==> config.mk <==
export PLATFORM = sky130hd
export DESIGN_NAME = rx_idle_gap_packet_fifo
export DESIGN_NICKNAME = d
export VERILOG_FILES = /design/src/rtl/rigf_pkg.sv /design/src/rtl/rx_idle_gap_packet_fifo.sv /design/src/rtl/rigf_ram.sv /design/src/rtl/rigf_ctrl.sv
export SDC_FILE = /design/constraint.sdc
export NUM_CORES = 2
export LEC_CHECK = 0
export BUFFER_PORTS_ARGS = -buffer_cell sky130_fd_sc_hd__buf_2
export CAP_MARGIN = 20
export CORE_MARGIN = 1.5
export CORE_UTILIZATION = 50
export DETAILED_ROUTE_END_ITERATION = 10
export HOLD_SLACK_MARGIN = 0.12
export PLACE_DENSITY = 0.72
export SLEW_MARGIN = 30
export SYNTH_ARGS = -nofsm -noshare
export SYNTH_HDL_FRONTEND = slang
export SYNTH_SLANG_ARGS = --single-unit
==> constraint.sdc <==
create_clock -name clk -period 12 [get_ports clk]
set_clock_uncertainty 0.15 [all_clocks]
set_input_delay 1.2 -clock clk [delete_from_list [all_inputs] [get_ports clk]]
set_output_delay 1.2 -clock clk [all_outputs]
set_load 0.1 [all_outputs]
==> src/rtl/rigf_pkg.sv <==
// ----------------------------------------------------------------------------
// rigf_pkg
// Shared types and constants for the idle-gap packet receive FIFO.
// ----------------------------------------------------------------------------
package rigf_pkg;

  localparam int BYTE_W    = 8;
  localparam int MAXC_W    = 7;
  localparam int GAP_W     = 16;
  localparam int OP_W      = 2;
  localparam int KIND_W    = 2;
  localparam int S_TDATA_W = 16;  // byte_in + max_count, padded to whole bytes
  localparam int CFG_IDX_W = 2;
  localparam int CFG_W     = 16;

  localparam logic [GAP_W-1:0] IDLE_MAX      = '1;
  localparam logic [GAP_W-1:0] GAP_RESET     = 16'd10;

  // configuration register indexes
  localparam logic [CFG_IDX_W-1:0] CFG_IDLE_GAP    = 2'd0;
  localparam logic [CFG_IDX_W-1:0] CFG_PACKET_MODE = 2'd1;

  typedef enum logic [OP_W-1:0] {
    OP_BYTE = 2'd0,
    OP_TICK = 2'd1,
    OP_READ = 2'd2,
    OP_NONE = 2'd3
  } op_t;

  typedef enum logic [KIND_W-1:0] {
    KIND_STORED  = 2'd0,
    KIND_DROPPED = 2'd1,
    KIND_DATA    = 2'd2,
    KIND_EMPTY   = 2'd3
  } kind_t;

  typedef enum logic [1:0] {
    ST_IDLE,
    ST_RD_ADDR,
    ST_RD_DATA
  } state_t;

  // result handed from the controller to the output register
  typedef struct packed {
    logic  load;
    kind_t kind;
    logic  last;
    logic  from_ram;
  } res_t;

endpackage

==> src/rtl/rx_idle_gap_packet_fifo.sv <==
// ----------------------------------------------------------------------------
// rx_idle_gap_packet_fifo
// Receive ring FIFO that marks packet boundaries by idle time on the line.
// ----------------------------------------------------------------------------
//
//  channel | dir | handshake          | payload
//  --------+-----+--------------------+---------------------------------------
//  s_*     | in  | s_tvalid/s_tready  | tuser op; tdata byte_in, max_count
//  m_*     | out | m_tvalid/m_tready  | tuser kind; tdata byte_out; tlast last
//  cfg_*   | in  | cfg_valid/cfg_ready| cfg_index, cfg_data (always ready)
//
//  Byte and tick items complete when accepted. A read item is accepted, its
//  RAM read is issued in ST_RD_ADDR, and then n <= MAX_READ bytes return one
//  per cycle while not stalled, the single RAM read port setting the pace.
//  A stall on m_tready freezes the burst; the RAM output simply holds.
//  Ticks are taken even while a result waits in the output register.
//  Synchronous reset; no clearing pass, the ring is tracked by fill count.
//
module rx_idle_gap_packet_fifo #(
  parameter int DEPTH    = 256,
  parameter int MAX_READ = 64
) (
  input  logic                             clk,
  input  logic                             rst,
  // input stream
  input  logic                             s_tvalid,
  output logic                             s_tready,
  input  logic [rigf_pkg::S_TDATA_W-1:0]   s_tdata,   // [7:0] byte_in, [14:8] max_count
  input  logic [rigf_pkg::OP_W-1:0]        s_tuser,   // [1:0] op
  // result stream
  output logic                             m_tvalid,
  input  logic                             m_tready,
  output logic [rigf_pkg::BYTE_W-1:0]      m_tdata,   // [7:0] byte_out
  output logic [rigf_pkg::KIND_W-1:0]      m_tuser,   // [1:0] kind
  output logic                             m_tlast,
  // configuration writes
  input  logic                             cfg_valid,
  output logic                             cfg_ready,
  input  logic [rigf_pkg::CFG_IDX_W-1:0]   cfg_index,
  input  logic [rigf_pkg::CFG_W-1:0]       cfg_data
);

  import rigf_pkg::*;

  localparam int ADDR_W = (DEPTH > 1) ? $clog2(DEPTH) : 1;

  logic [GAP_W-1:0]  idle_gap;
  logic              packet_mode;
  logic              out_free;
  logic              wr_en, rd_en;
  logic [ADDR_W-1:0] wr_addr, rd_addr;
  logic [BYTE_W-1:0] wr_data, rd_data;
  res_t              res;

  // Configuration registers; written only while the block is quiet (the user's duty, the block does not enforce it).
  assign cfg_ready = 1'b1;

  always_ff @(posedge clk) begin
    if (rst) begin
      idle_gap    <= GAP_RESET;
      packet_mode <= 1'b0;
    end else if (cfg_valid && cfg_ready) begin
      case (cfg_index)
        CFG_IDLE_GAP:    idle_gap    <= cfg_data[GAP_W-1:0];
        CFG_PACKET_MODE: packet_mode <= cfg_data[0];
        default: ;  // unknown register: ignored
      endcase
    end
  end

  // Output register frees up in the same cycle it is taken.
  assign out_free = !m_tvalid || m_tready;

  always_ff @(posedge clk) begin
    if (rst) begin
      m_tvalid <= 1'b0;
    end else if (out_free) begin
      m_tvalid <= res.load;
    end
  end

  always_ff @(posedge clk) begin
    if (out_free && res.load) begin
      m_tuser <= res.kind;
      m_tlast <= res.last;
      m_tdata <= res.from_ram ? rd_data : '0;
    end
  end

  rigf_ctrl #(
    .DEPTH    (DEPTH),
    .MAX_READ (MAX_READ),
    .ADDR_W   (ADDR_W)
  ) u_ctrl (
    .clk         (clk),
    .rst         (rst),
    .in_valid    (s_tvalid),
    .in_ready    (s_tready),
    .in_op       (s_tuser),
    .in_byte     (s_tdata[BYTE_W-1:0]),
    .in_maxc     (s_tdata[BYTE_W+MAXC_W-1:BYTE_W]),
    .out_free    (out_free),
    .idle_gap    (idle_gap),
    .packet_mode (packet_mode),
    .wr_en       (wr_en),
    .wr_addr     (wr_addr),
    .wr_data     (wr_data),
    .rd_en       (rd_en),
    .rd_addr     (rd_addr),
    .res         (res)
  );

  // Ring store: contents undefined until written, reads only reach the
  // filled entries from the read index on, within the fill count.
  rigf_ram #(
    .WIDTH  (BYTE_W),
    .DEPTH  (DEPTH),
    .ADDR_W (ADDR_W)
  ) u_ring (
    .clk     (clk),
    .wr_en   (wr_en),
    .wr_addr (wr_addr),
    .wr_data (wr_data),
    .rd_en   (rd_en),
    .rd_addr (rd_addr),
    .rd_data (rd_data)
  );

endmodule

==> src/rtl/rigf_ram.sv <==
// ----------------------------------------------------------------------------
// rigf_ram
// Simple dual-port RAM, one write and one registered read port.
// ----------------------------------------------------------------------------
module rigf_ram #(
  parameter int WIDTH  = 8,
  parameter int DEPTH  = 256,
  parameter int ADDR_W = (DEPTH > 1) ? $clog2(DEPTH) : 1
) (
  input  logic              clk,
  input  logic              wr_en,
  input  logic [ADDR_W-1:0] wr_addr,
  input  logic [WIDTH-1:0]  wr_data,
  input  logic              rd_en,
  input  logic [ADDR_W-1:0] rd_addr,
  output logic [WIDTH-1:0]  rd_data
);

  logic [WIDTH-1:0] mem [DEPTH];

  always_ff @(posedge clk) begin
    if (wr_en) begin
      mem[wr_addr] <= wr_data;
    end
    if (rd_en) begin
      rd_data <= mem[rd_addr];
    end
  end

endmodule

==> src/rtl/rigf_ctrl.sv <==
// ----------------------------------------------------------------------------
// rigf_ctrl
// Sequencer: ring pointers, fill and idle counts, read bursts from the RAM.
// ----------------------------------------------------------------------------
module rigf_ctrl #(
  parameter int DEPTH    = 256,
  parameter int MAX_READ = 64,
  parameter int ADDR_W   = (DEPTH > 1) ? $clog2(DEPTH) : 1
) (
  input  logic                          clk,
  input  logic                          rst,
  input  logic                          in_valid,
  output logic                          in_ready,
  input  logic [rigf_pkg::OP_W-1:0]     in_op,
  input  logic [rigf_pkg::BYTE_W-1:0]   in_byte,
  input  logic [rigf_pkg::MAXC_W-1:0]   in_maxc,
  input  logic                          out_free,
  input  logic [rigf_pkg::GAP_W-1:0]    idle_gap,
  input  logic                          packet_mode,
  output logic                          wr_en,
  output logic [ADDR_W-1:0]             wr_addr,
  output logic [rigf_pkg::BYTE_W-1:0]   wr_data,
  output logic                          rd_en,
  output logic [ADDR_W-1:0]             rd_addr,
  output rigf_pkg::res_t                res
);

  import rigf_pkg::*;

  localparam int CW = $clog2(DEPTH + 1);
  localparam int RW = $clog2(MAX_READ + 1);
  localparam int LW = (CW > MAXC_W) ? CW : MAXC_W;

  state_t           state, state_next;
  logic [ADDR_W-1:0] wr_idx, rd_idx;
  logic [CW-1:0]    fill;
  logic [GAP_W-1:0] idle_cnt;
  logic [RW-1:0]    remain;

  op_t              op;
  logic             accept, pkt_ready, full, flush, rd_start, burst_end;
  logic [ADDR_W-1:0] wr_base, wr_idx_inc, rd_idx_inc;
  logic [LW-1:0]    maxc_ext, fill_ext, n_cap, n_full;

  assign op        = op_t'(in_op);
  assign accept    = in_valid && in_ready;
  assign pkt_ready = (fill != '0) && (idle_cnt > idle_gap);
  assign full      = (fill == CW'(DEPTH));
  assign flush     = packet_mode && pkt_ready;
  assign rd_start  = accept && (op == OP_READ) && pkt_ready && (in_maxc != '0);
  assign burst_end = (remain == RW'(1));

  // ring indexes wrap at DEPTH, which need not be a power of two
  assign wr_base    = flush ? '0 : wr_idx;
  assign wr_idx_inc = (wr_base == ADDR_W'(DEPTH - 1)) ? '0 : wr_base + 1'b1;
  assign rd_idx_inc = (rd_idx == ADDR_W'(DEPTH - 1)) ? '0 : rd_idx + 1'b1;

  // burst length: smallest of max_count, MAX_READ and fill
  assign maxc_ext = LW'(in_maxc);
  assign fill_ext = LW'(fill);
  assign n_cap    = (maxc_ext < LW'(MAX_READ)) ? maxc_ext : LW'(MAX_READ);
  assign n_full   = (fill_ext < n_cap) ? fill_ext : n_cap;

  always_comb begin
    in_ready = 1'b0;
    if (state == ST_IDLE) begin
      in_ready = out_free || (op inside {OP_TICK, OP_NONE});
    end
  end

  // next state
  always_comb begin
    state_next = state;
    case (state)
      ST_IDLE: begin
        if (rd_start) begin
          state_next = ST_RD_ADDR;
        end
      end
      ST_RD_ADDR: begin
        state_next = ST_RD_DATA;
      end
      ST_RD_DATA: begin
        if (out_free && burst_end) begin
          state_next = ST_IDLE;
        end
      end
      default: state_next = ST_IDLE;
    endcase
  end

  // outputs: RAM strobes and result
  always_comb begin
    wr_en   = 1'b0;
    wr_addr = wr_base;
    wr_data = in_byte;
    rd_en   = 1'b0;
    rd_addr = rd_idx;
    res     = '{load: 1'b0, kind: KIND_STORED, last: 1'b1, from_ram: 1'b0};
    case (state)
      ST_IDLE: begin
        if (accept) begin
          case (op)
            OP_BYTE: begin
              res.load = 1'b1;
              if (full) begin
                res.kind = KIND_DROPPED;
              end else begin
                wr_en    = 1'b1;
                res.kind = KIND_STORED;
              end
            end
            OP_READ: begin
              if (!rd_start) begin
                res.load = 1'b1;
                res.kind = KIND_EMPTY;
              end
            end
            default: ;
          endcase
        end
      end
      ST_RD_ADDR: begin
        rd_en = 1'b1;
      end
      ST_RD_DATA: begin
        if (out_free) begin
          res.load     = 1'b1;
          res.kind     = KIND_DATA;
          res.last     = burst_end;
          res.from_ram = 1'b1;
          if (!burst_end) begin
            rd_en   = 1'b1;
            rd_addr = rd_idx_inc;
          end
        end
      end
      default: ;
    endcase
  end

  always_ff @(posedge clk) begin
    if (rst) begin
      state    <= ST_IDLE;
      wr_idx   <= '0;
      rd_idx   <= '0;
      fill     <= '0;
      idle_cnt <= '0;
      remain   <= '0;
    end else begin
      state <= state_next;
      if (state == ST_IDLE && accept) begin
        case (op)
          OP_BYTE: begin
            if (!full) begin
              wr_idx   <= wr_idx_inc;
              fill     <= (flush ? '0 : fill) + 1'b1;
              idle_cnt <= '0;
              if (flush) begin
                rd_idx <= '0;
              end
            end
          end
          OP_TICK: begin
            if (idle_cnt != IDLE_MAX) begin
              idle_cnt <= idle_cnt + 1'b1;
            end
          end
          OP_READ: begin
            if (rd_start) begin
              remain <= n_full[RW-1:0];
            end
          end
          default: ;
        endcase
      end
      if (state == ST_RD_DATA && out_free) begin
        rd_idx <= rd_idx_inc;
        fill   <= fill - 1'b1;
        remain <= remain - 1'b1;
      end
    end
  end

  // ---- assertions ----
  a_fill_bound: assert property (@(posedge clk) disable iff (rst)
    fill <= CW'(DEPTH))
    else $error("fill count beyond depth");

  a_no_rw_overlap: assert property (@(posedge clk) disable iff (rst)
    !(wr_en && rd_en))
    else $error("RAM read and write in one cycle");

  a_burst_nonzero: assert property (@(posedge clk) disable iff (rst)
    (state == ST_RD_DATA) |-> (remain != '0))
    else $error("read burst with nothing left");

  a_data_has_fill: assert property (@(posedge clk) disable iff (rst)
    (res.load && res.from_ram) |-> (fill != '0))
    else $error("data item from an empty ring");

  a_rd_addr_then_data: assert property (@(posedge clk) disable iff (rst)
    (state == ST_RD_ADDR) |=> (state == ST_RD_DATA))
    else $error("read data phase skipped");

endmodule
After elaboration in Yosys (flattened, before gate mapping)
Memory sizes are Yosys's and may differ from the RTL's. A register that Yosys moved wholly into a read port is not among the register bits.
Cells that the tools add are included.
{"block": "op_classes", "add_sub_neg": 6, "multipliers": 0, "n_div": 0, "magnitude_cmp": 3, "n_eq_ne": 16, "n_shift": 0, "mux": 45, "bitwise_logic": 1, "reduce_logical": 34}
{"operator": "8-bit 2-to-1 mux", "n": 11}
{"operator": "9-bit 2-to-1 mux", "n": 5}
{"operator": "7-bit 2-to-1 mux", "n": 6}
{"operator": "16-bit 2-to-1 mux", "n": 2}
{"operator": "16-bit one-hot mux with 2 select lines", "n": 1}
{"operator": "16-bit by 1-bit adder with 16-bit output, second input constant", "n": 1}
{"operator": "8-bit by 1-bit adder with 8-bit output, second input constant", "n": 2}
{"operator": "8-bit equality test, second input constant", "n": 2}
{"operator": "16-bit greater-than comparator", "n": 1}
{"operator": "16-bit inequality test, second input constant", "n": 1}
{"operator": "2-bit nonzero test", "n": 7}
{"operator": "3-bit one-hot mux with 2 select lines", "n": 2}
{"operator": "1-bit 2-to-1 mux", "n": 11}
{"operator": "1-bit logical AND", "n": 10}
{"operator": "9-bit by 1-bit adder with 9-bit output, second input constant", "n": 1}
{"operator": "9-bit equality test, second input constant", "n": 1}
{"operator": "9-bit by 7-bit < comparator with 1-bit output", "n": 1}
{"operator": "3-bit AND reduction", "n": 3}
{"operator": "9-bit nonzero test", "n": 1}
{"operator": "9-bit by 1-bit subtractor with 9-bit output, second input constant", "n": 1}
{"operator": "2-bit AND reduction", "n": 4}
{"operator": "4-bit AND reduction", "n": 2}
{"operator": "7-bit by 1-bit equality test with 1-bit output, second input constant", "n": 1}
{"operator": "7-bit < comparator, second input constant", "n": 1}
{"operator": "other kinds (15)", "n": 27}
{"block": "word_totals", "ff_bits": 79, "latchBits": 0, "ramBits": 2048, "rom_bits": 0, "in_bits": 41, "out_inout_bits": 14, "memories": 1}
{"name": "u_ring.mem", "depth": 256, "width": 8, "rd": 1, "rd_ports_with_merged_regs": 1, "wr": 1, "line_no": "rigf_ram.sv:19", "text": "logic [WIDTH-1:0] mem [DEPTH];"}

Depth between registers and ports, before layout
{"block": "depth", "ltp_word": 13, "mapped_depth": 18, "mapped_depth_nobuf": 16}

Cells and area by module
Synthesis repeated with hierarchy kept, for this count alone.
{"block": "hier_totals", "hier_cells": 4336, "area_unflattened_um2": 84626.2}
{"mod": "rigf_ram", "n_inst": 1, "cells_each": 3733, "area_each_um2": 79636.4}
{"mod": "rigf_ctrl", "n_inst": 1, "cells_each": 503, "area_each_um2": 3787.4}
{"mod": "rx_idle_gap_packet_fifo", "n_inst": 1, "cells_each": 100, "area_each_um2": 1202.4}

Worst setup path after synthesis
Ideal clock, no wire load.
{"block": "synth_timing", "path_kind": "input to register", "from": "in m_tready", "to": "mem u_ring.mem[198][0], enable pin", "setup_ns": 0.370, "arrival_time_ns": 4.472, "required_ns": 11.480, "path_slack_ns": 7.008, "stages": 10, "path_buffers": 3, "cell_sequence": "nand2b_1 clkbuf_1 o21a_1 nand2_1 or2_2 nor3_1 clkbuf_1 nand3_1 clkbuf_1 nor2_1"}
{"block": "synth_via", "elab_chain_len": 8}
{"item": "from (decl)", "line_no": "rx_idle_gap_packet_fifo.sv:32", "text": "input logic m_tready,"}
{"item": "1-bit logical OR", "line_no": "rx_idle_gap_packet_fifo.sv:72", "text": "assign out_free = !m_tvalid || m_tready;"}
{"item": "1-bit logical OR", "line_no": "rigf_ctrl.sv:67", "text": "in_ready = out_free || (op inside {OP_TICK, OP_NONE});"}
{"item": "1-bit 2-to-1 mux", "line_no": "rigf_ctrl.sv:66", "text": "if (state == ST_IDLE) begin"}
{"item": "via s_tready", "line_no": "rx_idle_gap_packet_fifo.sv:27", "text": "output logic s_tready,"}
{"item": "1-bit logical AND", "line_no": "rigf_ctrl.sv:46", "text": "assign accept = in_valid && in_ready;"}
{"item": "1-bit 2-to-1 mux", "line_no": "rigf_ctrl.sv:102", "text": "if (accept) begin"}
{"item": "1-bit 2-to-1 mux", "line_no": "rigf_ctrl.sv:100", "text": "case (state)"}
{"item": "1-bit 2-to-1 mux", "line_no": "rigf_ram.sv:22", "text": "if (wr_en) begin"}
{"item": "1-bit 2-to-1 mux (not written as such)", "line_no": "rigf_ram.sv:23", "text": "mem[wr_addr] <= wr_data;"}
{"item": "to (decl)", "line_no": "rigf_ram.sv:19"}
The timed path passes the listed nets, and every way through them passes these cells.

Final worst setup path
{"block": "layout_timing", "from": "reg u_ctrl.state[0]", "to": "reg u_ring.rd_data[3], read port of u_ring.mem (data pin)"}
{"block": "layout_via", "elab_chain_len": 2, "elab_cells_between_ends": 4}
{"item": "from (decl)", "line_no": "rigf_ctrl.sv:34", "text": "state_t state, state_next;"}
{"item": "from (signal assigned)", "line_no": "rigf_ctrl.sv:151", "text": "state <= state_next;"}
{"item": "2-bit equality test or 2-bit by 1-bit equality test with 1-bit output (tied branches)", "line_no": "rigf_ctrl.sv:100"}
{"item": "1-bit one-hot mux with 2 select lines or 8-bit 2-to-1 mux (tied branches)", "line_no": "rigf_ctrl.sv:100"}
{"item": "to (decl)", "line_no": "rigf_ram.sv:16", "text": "output logic [WIDTH-1:0] rd_data"}
Several ways; a longest one is shown, not always the timed one.
A chain may end at the register's enable or synchronous reset.

==> results.json <==
{
  "yosysWarningCount": 0,
  "clkPwrFrac_pct": 43.3,
  "syn_nets": 6408,
  "max-cap-violations": 0,
  "p_sw_mw": 2.97,
  "hold_depth": 2,
  "design.portCount": 55,
  "port_buffers": 52,
  "synth_async_sr_flop_share_pct": 0,
  "cts_tree": "done",
  "grt_max_degree": 142,
  "dieArea_um2": 178000,
  "htreeDepth": 4,
  "cts.reportedPaths.clkPinSlew_ns": 0.06,
  "overflow": 0,
  "post_dp_cell_area_um2": 89800,
  "synth_edf_count": 2067,
  "setup_viol": 0,
  "yosys.area_share.simple_pct": 12.6,
  "crit_required_ns": 12.39,
  "critPathKind": "flop to flop",
  "final_net_count": 6366,
  "ys_ff_latch": 2135,
  "swShare_pct": 20.2,
  "synth-compound-area-share_pct": 6.26,
  "hold_class": "flop to flop",
  "pwr-share-comb_pct": 1.3,
  "syn_to_final_growth_pct": 10.0,
  "seqPwrFrac_pct": 55.4,
  "final_area_um2": 96500,
  "power_leakage_nw": 31.9,
  "irDropWorstVdd_mv": 0.133,
  "routedWlPerCell_um": 28.0,
  "slew_viol_final": 0,
  "post_cts_buffers": 0,
  "drc": 0,
  "gp_congestion": 0.923,
  "cts_buffers": 205,
  "period_minus_slack_ns": 6.72,
  "tightest_slew_ns": 1.14,
  "die_y_um": 422,
  "finalSetupTns_ns": 0,
  "ys_types": 98,
  "drive_above_1_share_pct": 9.32,
  "first_pass_iters": 9,
  "arrival_ns": 7.11,
  "track_usage_pct": 27.2,
  "num_rows": 153,
  "synth_top_family_by_area": "simple AND/OR/NAND/NOR gates",
  "nFillCells": 13500,
  "p_int_mw": 11.8,
  "die_w_um": 422,
  "initial_core_util_pct": 50.4,
  "power_density_nw_per_um2": 153,
  "slew_headroom_pct": 23.6,
  "ys.flop_type": "edfxtp_1",
  "grt_pass1_vias": 52500,
  "finalHoldViolCount": 0,
  "cp_max_fo": 131,
  "synth_cells": 6332,
  "cts_resized": 0,
  "dp_cells": 8407,
  "synthAdderAreaFrac_pct": 0.499,
  "synth-seq-area-share_pct": 72.3,
  "via_per_inst": 6.32,
  "postCtsHoldBufs": 0,
  "rsz0062_at_grt": "no",
  "syn_area_um2": 87700,
  "end_kind": "flop",
  "finalCritPeriodShare_pct": 56.0,
  "stdcell_count": 8788,
  "status": "complete, no violations",
  "cts_root_buffer": "clkbuf_16",
  "start_kind": "flop",
  "avgSynthCellArea_um2": 13.9,
  "p_total_mw": 14.7,
  "grt_pass1_wl_um": 356000,
  "wl_um": 246000,
  "dp_hpwl_um": 146000,
  "drt_iter0_drc": 8638,
  "clock_latency_ns": 0.86,
  "max_freq_mhz": 149,
  "coreArea_um2": 174000,
  "worstRegToRegCells": 15,
  "antenna_found_initial": 13,
  "clkSinkCount": 2135,
  "clock_path_buffers": 3,
  "postRouteAntennaNets": 0,
  "num_vias": 55500,
  "muxShareOfSynthArea_pct": 5.29,
  "yosys.area_share.xor_xnor_pct": 0.150
}
==> placed cells by master (no fill, tap or decap), types with 48 or more instances in the layout <==
cell / count
a21oi_1: 191
a221oi_1: 61
a311oi_1: 73
a31oi_1: 104
and3_1: 145
buf_4: 85
clkbuf_1: 48
clkbuf_16: 207
clkinv_1: 49
dfxtp_1: 68
edfxtp_1: 2067
mux2i_1: 272
mux4_2: 77
nand2_1: 1351
nand3_1: 502
nor2_1: 367
o21ai_0: 72
==> final timing paths <==
path | from | endpoint | slack (ns)
max | u_ctrl.state[0]$_SDFFE_PP0P_ | u_ring.rd_data[3]$_DFFE_PP_ | 5.28
min | idle_gap[2]$_SDFFE_PP0P_ | idle_gap[2]$_SDFFE_PP0P_ | 0.31
max reg2reg | u_ctrl.state[0]$_SDFFE_PP0P_ | u_ring.rd_data[3]$_DFFE_PP_ | 5.28
min reg2reg | idle_gap[2]$_SDFFE_PP0P_ | idle_gap[2]$_SDFFE_PP0P_ | 0.31
==> Yosys cell counts (all sizes together) (16+ instances only) <==
| library cell | instances | area [um^2] |
|---|---|---|
| edfxtp | 2067 | 62100 |
| nand2 | 1356 | 5110 |
| nand3 | 507 | 2540 |
| nor2 | 382 | 1460 |
| buf | 284 | 1860 |
| mux2i | 274 | 2760 |
| a21oi | 193 | 966 |
| and3 | 145 | 907 |
| clkbuf | 126 | 473 |
| a31oi | 104 | 651 |
| o21ai | 82 | 437 |
| mux4 | 78 | 1760 |
| a311oi | 73 | 639 |
| dfxtp | 68 | 1360 |
| a221oi | 62 | 549 |
| nand4 | 47 | 294 |
| inv | 39 | 149 |
| ha | 35 | 438 |
| nor3 | 30 | 160 |
| a211oi | 23 | 185 |
| a32oi | 22 | 193 |
| a21o | 19 | 143 |
| a22oi | 19 | 143 |
| o211ai | 18 | 150 |
| nand2b | 16 | 100 |
| o22ai | 16 | 120 |
| o41ai | 16 | 140 |
| or3 | 16 | 100 |
==> power by group through the flow <==
stage / clock network, mW / registers (mW) / logic [mW]
6_report: 6.38 / 8.18 / 0.193
4_1_cts: 6.40 / 8.18 / 0.189
2_1_floorplan: 0 / 8.34 / 0.0333
3_5_place_dp: 0 / 8.33 / 0.189
5_1_grt: 6.69 / 8.17 / 0.205
3_3_place_gp: 0 / 8.33 / 0.178
==> final cells by class <==
type / instances / area (um^2) / area share (%)
diodes: 2 / 5.00 / 0.00519
clock buffers: 257 / 5390 / 5.58
clock inverters: 121 / 1170 / 1.22
inverters: 40 / 153 / 0.158
multi-input cells: 3747 / 22000 / 22.8
flip-flops and latches: 2135 / 63400 / 65.8
well taps: 2325 / 2910 / 3.02
repair buffers: 161 / 1420 / 1.47
==> cell families after synthesis <==
kind of cell             Yosys count
AO/OA/AOI/OAI                    775
XOR/XNOR                          15
adder cells (fa/ha/maj)           35
buffers and inverters            450
flip-flops                      2135
multiplexers                     363
other                              1
AND/OR/NAND/NOR                 2558
==> registers in the layout, indices dropped and copies added, names as in the netlist <==
signal / flops
packet_mode: 1
m_tuser: 2
m_tdata: 8
u_ctrl.remain: 7
idle_gap: 16
u_ctrl.rd_idx: 8
m_tvalid: 1
u_ctrl.wr_idx: 8
u_ring.rd_data: 8
u_ctrl.fill: 9
u_ctrl.state: 2
m_tlast: 1
u_ring.mem: 2048
u_ctrl.idle_cnt: 16
==> through the flow <==
step / setup WS, ns / hold slack, ns / utilization [%]
floorplan: 7.01 / 0.286 / -
global placement: 5.04 / 0.298 / 51.6
detailed placement: 5.03 / 0.299 / 51.6
CTS: 5.35 / 0.307 / 55.4
global route: 5.02 / 0.321 / 55.4
finish: 5.28 / 0.309 / 55.4
==> worst max-delay path, cell delays in order (launching register included) <==
cell	delay (ns)
dfxtp_1	0.33
inv_1	0.09
ha_1	0.43
inv_1	0.19
a211oi_4	0.82
inv_4	0.23
a2bb2oi_4	0.39
buf_12	0.49
buf_12	0.44
mux4_2	0.58
nand2_1	0.09
a21oi_1	0.10
a221oi_1	0.27
a41oi_1	0.36
nor4_2	0.77
nand4_1	0.17
==> metal layers <==
layer  vias to the layer above  part of all wire, %  GRT usage, %
met4                        24                  5.5          13.5
met3                       661                   12          7.82
met5                         -                0.065             0
met1                     27400                   37          36.0
met2                      3592                   45          41.2
li1                      23800                    -             -
No activity file was read; power rests on OpenSTA's default activity.
